<file path="src/sv/llq_pkg.sv">
// ----------------------------------------------------------------------------
// llq_pkg
// Shared types and constants of the load latency queue.
// ----------------------------------------------------------------------------
package llq_pkg;

  localparam int DEPTH = 8;
  localparam int PTR_W = (DEPTH > 1) ? $clog2(DEPTH) : 1;
  localparam int CNT_W = $clog2(DEPTH + 1);

  localparam logic [CNT_W-1:0] CNT_FULL = CNT_W'(DEPTH);
  localparam logic [PTR_W-1:0] PTR_LAST = PTR_W'(DEPTH - 1);

  localparam logic [7:0] LATENCY_RST = 8'd4;

  // request codes
  localparam logic [1:0] REQ_ADD   = 2'd0;
  localparam logic [1:0] REQ_AGE   = 2'd1;
  localparam logic [1:0] REQ_ISSUE = 2'd2;
  localparam logic [1:0] REQ_FLUSH = 2'd3;

  typedef struct packed {
    logic [1:0]  req_type;
    logic [4:0]  dest_reg;
    logic [31:0] load_address;
    logic [5:0]  rob_index;
  } in_word_t;

  typedef struct packed {
    logic        issued;
    logic [31:0] out_address;
    logic [5:0]  out_rob_index;
    logic [4:0]  out_dest_reg;
    logic        status;
  } out_word_t;

  // controller to datapath
  typedef struct packed {
    logic step;   // apply the accepted word and latch its result
  } llq_cmd_t;

  // datapath to controller
  typedef struct packed {
    logic empty;
    logic full;
  } llq_stat_t;

endpackage

</file>
<file path="src/sv/llq_ctrl.sv">
// ----------------------------------------------------------------------------
// llq_ctrl
// Handshake controller: tracks whether the output register holds a word.
// ----------------------------------------------------------------------------
module llq_ctrl (
  input  logic              clk,
  input  logic              rst_n,
  input  logic              in_valid,
  output logic              in_ready,
  output logic              out_valid,
  input  logic              out_ready,
  input  llq_pkg::llq_stat_t stat,
  output llq_pkg::llq_cmd_t  cmd
);

  typedef enum logic [1:0] {
    S_IDLE = 2'b01,
    S_OUT  = 2'b10
  } state_t;

  state_t state_r, state_nxt;

  assign out_valid = (state_r == S_OUT);
  // output register frees up in the same cycle it is taken
  assign in_ready  = (state_r == S_IDLE) || out_ready;
  assign cmd.step  = in_valid && in_ready;

  always_comb begin
    state_nxt = state_r;
    case (state_r)
      S_IDLE: begin
        if (cmd.step) state_nxt = S_OUT;
      end
      S_OUT: begin
        if (cmd.step) state_nxt = S_OUT;
        else if (out_ready) state_nxt = S_IDLE;
      end
      default: state_nxt = S_IDLE;
    endcase
  end

  always_ff @(posedge clk) begin
    if (!rst_n) begin
      state_r <= S_IDLE;
    end else begin
      state_r <= state_nxt;
    end
  end

`ifndef SYNTHESIS
  a_empty_not_full: assert property (@(posedge clk) disable iff (!rst_n)
    !(stat.empty && stat.full))
    else $error("queue reports empty and full at once");
`endif

endmodule

</file>
<file path="src/sv/llq_dp.sv">
// ----------------------------------------------------------------------------
// llq_dp
// Queue storage, pointers, ages, latency register and result register.
// ----------------------------------------------------------------------------
module llq_dp (
  input  logic               clk,
  input  logic               rst_n,
  input  llq_pkg::llq_cmd_t  cmd,
  output llq_pkg::llq_stat_t stat,
  input  llq_pkg::in_word_t  in_word,
  input  logic               cfg_we,
  input  logic [7:0]         cfg_data,
  output llq_pkg::out_word_t out_word
);

  logic [31:0]               addr_r [llq_pkg::DEPTH];
  logic [4:0]                dest_r [llq_pkg::DEPTH];
  logic [5:0]                rob_r  [llq_pkg::DEPTH];
  logic [7:0]                age_r  [llq_pkg::DEPTH];
  logic [llq_pkg::PTR_W-1:0] head_r, head_nxt;
  logic [llq_pkg::PTR_W-1:0] tail_r, tail_nxt;
  logic [llq_pkg::CNT_W-1:0] count_r, count_nxt;
  logic [7:0]                lat_r;
  llq_pkg::out_word_t        out_word_r, out_word_nxt;

  logic full, empty, oldest_ready;
  logic do_add, do_age, do_issue;

  assign full  = (count_r == llq_pkg::CNT_FULL);
  assign empty = (count_r == '0);
  assign stat.full  = full;
  assign stat.empty = empty;

  assign oldest_ready = !empty && (age_r[tail_r] >= lat_r);

  assign do_add   = cmd.step && (in_word.req_type == llq_pkg::REQ_ADD) && !full;
  assign do_age   = cmd.step && (in_word.req_type == llq_pkg::REQ_AGE);
  assign do_issue = cmd.step && (in_word.req_type == llq_pkg::REQ_ISSUE) && oldest_ready;

  always_comb begin
    head_nxt     = head_r;
    tail_nxt     = tail_r;
    count_nxt    = count_r;
    out_word_nxt = '0;
    case (in_word.req_type)
      llq_pkg::REQ_ADD: begin
        if (full) begin
          out_word_nxt.status = 1'b1;
        end else begin
          head_nxt  = (head_r == llq_pkg::PTR_LAST) ? '0 : head_r + 1'b1;
          count_nxt = count_r + 1'b1;
        end
      end
      llq_pkg::REQ_AGE: begin
      end
      llq_pkg::REQ_ISSUE: begin
        if (oldest_ready) begin
          out_word_nxt.issued        = 1'b1;
          out_word_nxt.out_address   = addr_r[tail_r];
          out_word_nxt.out_rob_index = rob_r[tail_r];
          out_word_nxt.out_dest_reg  = dest_r[tail_r];
          tail_nxt  = (tail_r == llq_pkg::PTR_LAST) ? '0 : tail_r + 1'b1;
          count_nxt = count_r - 1'b1;
        end
      end
      llq_pkg::REQ_FLUSH: begin
        head_nxt  = '0;
        tail_nxt  = '0;
        count_nxt = '0;
      end
      default: begin
      end
    endcase
  end

  always_ff @(posedge clk) begin
    if (!rst_n) begin
      head_r  <= '0;
      tail_r  <= '0;
      count_r <= '0;
      lat_r   <= llq_pkg::LATENCY_RST;
    end else begin
      if (cmd.step) begin
        head_r  <= head_nxt;
        tail_r  <= tail_nxt;
        count_r <= count_nxt;
      end
      if (cfg_we) lat_r <= cfg_data;
    end
  end

  always_ff @(posedge clk) begin
    if (cmd.step) out_word_r <= out_word_nxt;
    if (do_add) begin
      addr_r[head_r] <= in_word.load_address;
      dest_r[head_r] <= in_word.dest_reg;
      rob_r[head_r]  <= in_word.rob_index;
    end
  end

  // free slots age too; they are rewritten with 1 on add
  always_ff @(posedge clk) begin
    for (int i = 0; i < llq_pkg::DEPTH; i++) begin
      if (do_add && (head_r == llq_pkg::PTR_W'(i))) begin
        age_r[i] <= 8'd1;
      end else if (do_age && (age_r[i] < lat_r)) begin
        age_r[i] <= age_r[i] + 8'd1;
      end
    end
  end

  assign out_word = out_word_r;

`ifndef SYNTHESIS
  a_count_range: assert property (@(posedge clk) disable iff (!rst_n)
    count_r <= llq_pkg::CNT_FULL)
    else $error("entry count beyond depth");

  a_ptr_match: assert property (@(posedge clk) disable iff (!rst_n)
    (empty || full) |-> (head_r == tail_r))
    else $error("pointers disagree with empty/full count");

  a_drop_full: assert property (@(posedge clk) disable iff (!rst_n)
    (cmd.step && (in_word.req_type == llq_pkg::REQ_ADD) && full)
    |=> (out_word_r.status && (count_r == $past(count_r)) && (head_r == $past(head_r))))
    else $error("add on full queue changed state");

  a_no_issue_empty: assert property (@(posedge clk) disable iff (!rst_n)
    (cmd.step && empty) |=> !out_word_r.issued)
    else $error("issue from empty queue");

  a_issue_moves_tail: assert property (@(posedge clk) disable iff (!rst_n)
    do_issue |=> (count_r == $past(count_r) - 1'b1))
    else $error("issue did not remove an entry");
`endif

endmodule

</file>
<file path="src/sv/load_latency_queue.sv">
// ----------------------------------------------------------------------------
// load_latency_queue
// Circular load queue with per-entry ages and a latency gate on issue.
// ----------------------------------------------------------------------------
// Usage:
//   in_*   : request words (add, age all, try issue oldest, flush) with a
//            valid/ready handshake. Every accepted word yields exactly one
//            result word on out_*.
//   out_*  : result word: issued load (address, ROB slot, dest register) or
//            zeros, plus status = 1 when an add was dropped on a full queue.
//   cfg_*  : cfg_we/cfg_data write the load latency (reset value LATENCY_RST); write
//            only while no result is pending.
// Timing: the result is registered and shows on out_* in the cycle after the request is taken.
//   Throughput is one word per cycle while results are taken: the queue update, the age row
//   update and the tail read all finish together into the result register.
// Stall: while out_valid is high and out_ready low, in_ready drops and the
//   result word holds; in_ready returns in the cycle the result is taken.
// Reset (rst_n, synchronous, active low): queue empty, pointers zero, latency
//   back to LATENCY_RST, no result pending. Entry contents are not cleared.
// ----------------------------------------------------------------------------
module load_latency_queue (
  input  logic               clk,
  input  logic               rst_n,
  input  logic               in_valid,
  output logic               in_ready,
  input  llq_pkg::in_word_t  in_word,
  output logic               out_valid,
  input  logic               out_ready,
  output llq_pkg::out_word_t out_word,
  input  logic               cfg_we,
  input  logic [7:0]         cfg_data
);

  llq_pkg::llq_cmd_t  cmd;
  llq_pkg::llq_stat_t stat;

  llq_ctrl u_ctrl (
    .clk       (clk),
    .rst_n     (rst_n),
    .in_valid  (in_valid),
    .in_ready  (in_ready),
    .out_valid (out_valid),
    .out_ready (out_ready),
    .stat      (stat),
    .cmd       (cmd)
  );

  llq_dp u_dp (
    .clk      (clk),
    .rst_n    (rst_n),
    .cmd      (cmd),
    .stat     (stat),
    .in_word  (in_word),
    .cfg_we   (cfg_we),
    .cfg_data (cfg_data),
    .out_word (out_word)
  );

endmodule
</file>
<file path="config.mk">
export PLATFORM = sky130hd
export DESIGN_NAME = load_latency_queue
export DESIGN_NICKNAME = d
export VERILOG_FILES = /design/src/sv/llq_pkg.sv /design/src/sv/llq_ctrl.sv /design/src/sv/llq_dp.sv /design/src/sv/load_latency_queue.sv
export SDC_FILE = /design/constraint.sdc
export NUM_CORES = 1
export LEC_CHECK = 0
export BUFFER_PORTS_ARGS = -buffer_cell sky130_fd_sc_hd__buf_4
export CAP_MARGIN = 10
export CORE_MARGIN = 5
export CORE_UTILIZATION = 40
export DETAILED_ROUTE_END_ITERATION = 7
export PLACE_DENSITY = 0.57
export SETUP_SLACK_MARGIN = 0.05
export SYNTH_ARGS = -nofsm -noshare
export SYNTH_HDL_FRONTEND = slang
export SYNTH_SLANG_ARGS = --single-unit
export TNS_END_PERCENT = 50
</file>
<file path="constraint.sdc">
create_clock -name clk -period 5.05 [get_ports clk]
set_input_delay 1.01 -clock clk [delete_from_list [all_inputs] [get_ports clk]]
set_output_delay 1.01 -clock clk [all_outputs]
set_load 0.05 [all_outputs]
</file>
==> impl_metrics.tcl <==
set metrics [dict create \
    io_pins 105 \
    synth-simple-area-share_pct 5.57 \
    drive_gt1_share_pct 24.5 \
    start_kind "flip-flop" \
    post_dp_cell_area_mm2 0.0224 \
    synth_compound_area_share_pct 3.58 \
    maxSlewViolCount 0 \
    rr_endpoint "u_dp.out_word[36]" \
    numCtsBuffers 52 \
    first_pass_iters 5 \
    path_clk_slew_ns 0.06 \
    drtAntennaViolNets 0 \
    die_height_um 238 \
    seq_power_share_pct 50.3 \
    hpwl_um 26600 \
    finalClockSkew_ns 0.0211 \
    syn-cell-area_mm2 0.0207 \
    grt_max_degree 55 \
    setup_violations 0 \
    fillers 4440 \
    clkPwrFrac_pct 42.7 \
    dp_cells 1959 \
    min_from "u_dp.tail_r[2]" \
    switching_share_pct 22.4 \
    place_congestion 0.782 \
    synthDominantCellAreaShare_pct 65.6 \
    drtIter0Drc 761 \
    grt_util_all_layers_pct 16.3 \
    synthTopCellsByArea "edfxtp_1, mux4_2, ha_1" \
    worst_slew_pin_slew_ns 1.08 \
    end_kind "flip-flop" \
    fp-row-count 83 \
    port_buffers 104 \
    cts_resized 0 \
    avgSynthCellArea_um2 17.4 \
    yosys-mux-area-fraction_pct 14.4 \
    synth.yosys.warnings 0 \
    cts_setup_buffers 0 \
    synth.distinct_cells 51 \
    synthXorXnorAreaFrac_pct 2.07 \
    cpMostUsedCell "buf_4" \
    cts_sinks 476 \
    path_cells "buf_4, mux4_2, mux2_2, ha_1, o211ai_1, nand2b_1, o211ai_4, buf_4, nor2_1" \
    min_period_over_period_pct 73.0 \
    comb_power_share_pct 7.0 \
    power_density_mw_per_mm2 366 \
    seq_area_frac_synth_pct 67.8 \
    drcViolationCount 0 \
    slowest_delay_ns 0.59 \
    power_w 0.00883 \
    grt_pass1_wl_um 70900 \
    rsz0062_at_grt "no" \
    syn_nets 1334 \
    avgRoutedWirePerCell_um 22.3 \
    ys_ff_latch 476 \
    syn_to_final_growth_pct 16.4 \
    hold_depth 2 \
    dieArea_mm2 0.0565 \
    critPathArrivalTime_ns 4.00 \
    final_cells 2058 \
    period_needed_ns 3.69 \
    slew_headroom_pct 27.4 \
    r2r_cells 9 \
    antenna_found_initial 3 \
    p_leak_nw 8.09 \
    cts_hold_buf 0 \
    cp_slowest_cell "mux4_2" \
    cts_tree "yes" \
    synthCells 1191 \
    r2r_slack_ns 1.36 \
    dieWidth_um 238 \
    nets 1476 \
    p_sw_w 0.00198 \
    ir_drop_mv 0.230 \
    grt_pass1_vias 11500 \
    final_common_cell "edfxtp_1" \
    yosys.area_share.adder_pct 5.17 \
    hold_path.class "reg2reg" \
    run_status "finished, final reports clean" \
    layout_common_cells "edfxtp_1, buf_4, nor2_1" \
    fmax_mhz 271 \
    finalHoldViolations 0 \
    wl_um 45900 \
    viasPerCell 5.30 \
    cts_root_buf "clkbuf_16" \
    synth_edf_count 453 \
    internal_power_w 0.00686 \
    final_area_mm2 0.0241 \
    ys.flop_type "edfxtp_1" \
    cp_max_fo 44 \
    h-tree-depth 2 \
    insertion_delay_ns 0.59 \
    maxCapViolations 0 \
    whs_ns 0.496 \
    path_class "reg2reg" \
    cp_data_required_time_ns 5.36 \
    async_flop_share_pct 0 \
    cts_max_path_buffers 3 \
    gr-total-overflow 0 \
    core_area_mm2 0.0513 \
    start_util_pct 40.4 \
    yosys.area.top_type "edfxtp_1" \
    synth_top_family_by_area "multiplexers" \
    dr_total_vias 10900 \
]
-- flip-flops by register name (all words and copies together) (netlist names), named ones only --
name,count
u_dp.count_r,4
u_dp.head_r,3
u_dp.age_r,64
u_dp.rob_r,48
u_dp.tail_r,3
u_dp.dest_r,40
u_ctrl.state_r,2
u_dp.lat_r,8
u_dp.addr_r,256
u_dp.out_word,45
-- Yosys cell counts, drive strengths merged (4+ instances only) --
| cell | number |
|---|---|
| nand2b | 12 |
| inv | 31 |
| o211ai | 7 |
| dfxtp | 23 |
| clkbuf | 14 |
| mux4 | 102 |
| o21ai | 11 |
| edfxtp | 453 |
| mux2i | 61 |
| nor2b | 12 |
| xor2 | 36 |
| ha | 84 |
| xnor2 | 13 |
| o31ai | 9 |
| a211oi | 15 |
| nor2 | 120 |
| nand3 | 40 |
| a21o | 25 |
| buf | 24 |
| nand2 | 26 |
| nor3 | 4 |
| and3 | 16 |
| a21oi | 5 |
| mux2 | 7 |
| o311ai | 9 |
| nand4 | 8 |
-- critical path, delay by kind of cell, from the launching register on --
kind	cells	cell delay (ns)
AO/OA/AOI/OAI	2	0.32
adder cells (fa/ha/maj)	1	0.29
flip-flops	1	0.51
multiplexers	2	0.86
buffers and inverters	2	1.04
AND/OR/NAND/NOR	2	0.33
-- layout make-up --
type	instances	area [um^2]	share of cell area (%)
Tap cell	680	851	3.52
Inverter	31	116	0.482
Antenna cell	2	5.00	0.0207
Clock inverter	33	338	1.40
Clock buffer	64	1360	5.62
Timing Repair Buffer	126	946	3.92
Multi-Input combinational cell	646	6450	26.7
Sequential cell	476	14100	58.3
-- logic make-up after synthesis --
group	after synthesis
buffers and inverters	69
flip-flops	476
AO/OA/AOI/OAI	93
AND/OR/NAND/NOR	249
XOR/XNOR	49
multiplexers	170
adder cells (fa/ha/maj)	85
-- through the flow --
| stage | setup TNS, ns | setup slack, ns | util, % |
|---|---|---|---|
| after floorplan | -24.93 | -0.580 | - |
| after global placement | 0 | 1.33 | 43.7 |
| after detailed placement | 0 | 1.28 | 43.7 |
| after CTS | 0 | 1.26 | 47.0 |
| after global routing | 0 | 1.03 | 47.0 |
| final | 0 | 1.36 | 47.1 |
-- power groups by stage --
stage	clock [W]	combinational [W]	sequential, W
CTS	0.00386	0.000633	0.00445
detailed placement	0	0.000631	0.00453
global placement	0	0.000622	0.00453
finish	0.00377	0.000621	0.00444
global route	0.00404	0.000679	0.00445
floorplan	0	0.000330	0.00460
-- layer usage --
metal | track usage, % | up-vias | part of all wire [%]
li1 | - | 5013 | -
met1 | 22.0 | 5660 | 44
met2 | 27.7 | 183 | 50
met3 | 3.30 | 55 | 4.3
met4 | 3.41 | 2 | 1.5
met5 | 0 | - | 0.028
-- worst max-delay path by stage --
stage | start | endpoint | slack, ns | cells after the start
6_report | flip-flop | u_dp.out_word[36] | 1.36 | 9
5_1_grt | flip-flop | u_dp.out_word[34] | 1.03 | 9
4_1_cts | flip-flop | u_dp.out_word[36] | 1.26 | 9
3_5_place_dp | flip-flop | u_dp.out_word[41] | 1.28 | 9
3_3_place_gp | flip-flop | u_dp.out_word[28] | 1.33 | 9
2_1_floorplan | out_ready | u_dp.addr_r[0][0] | -0.58 | 5
No activity file was read; power rests on OpenSTA's default activity.
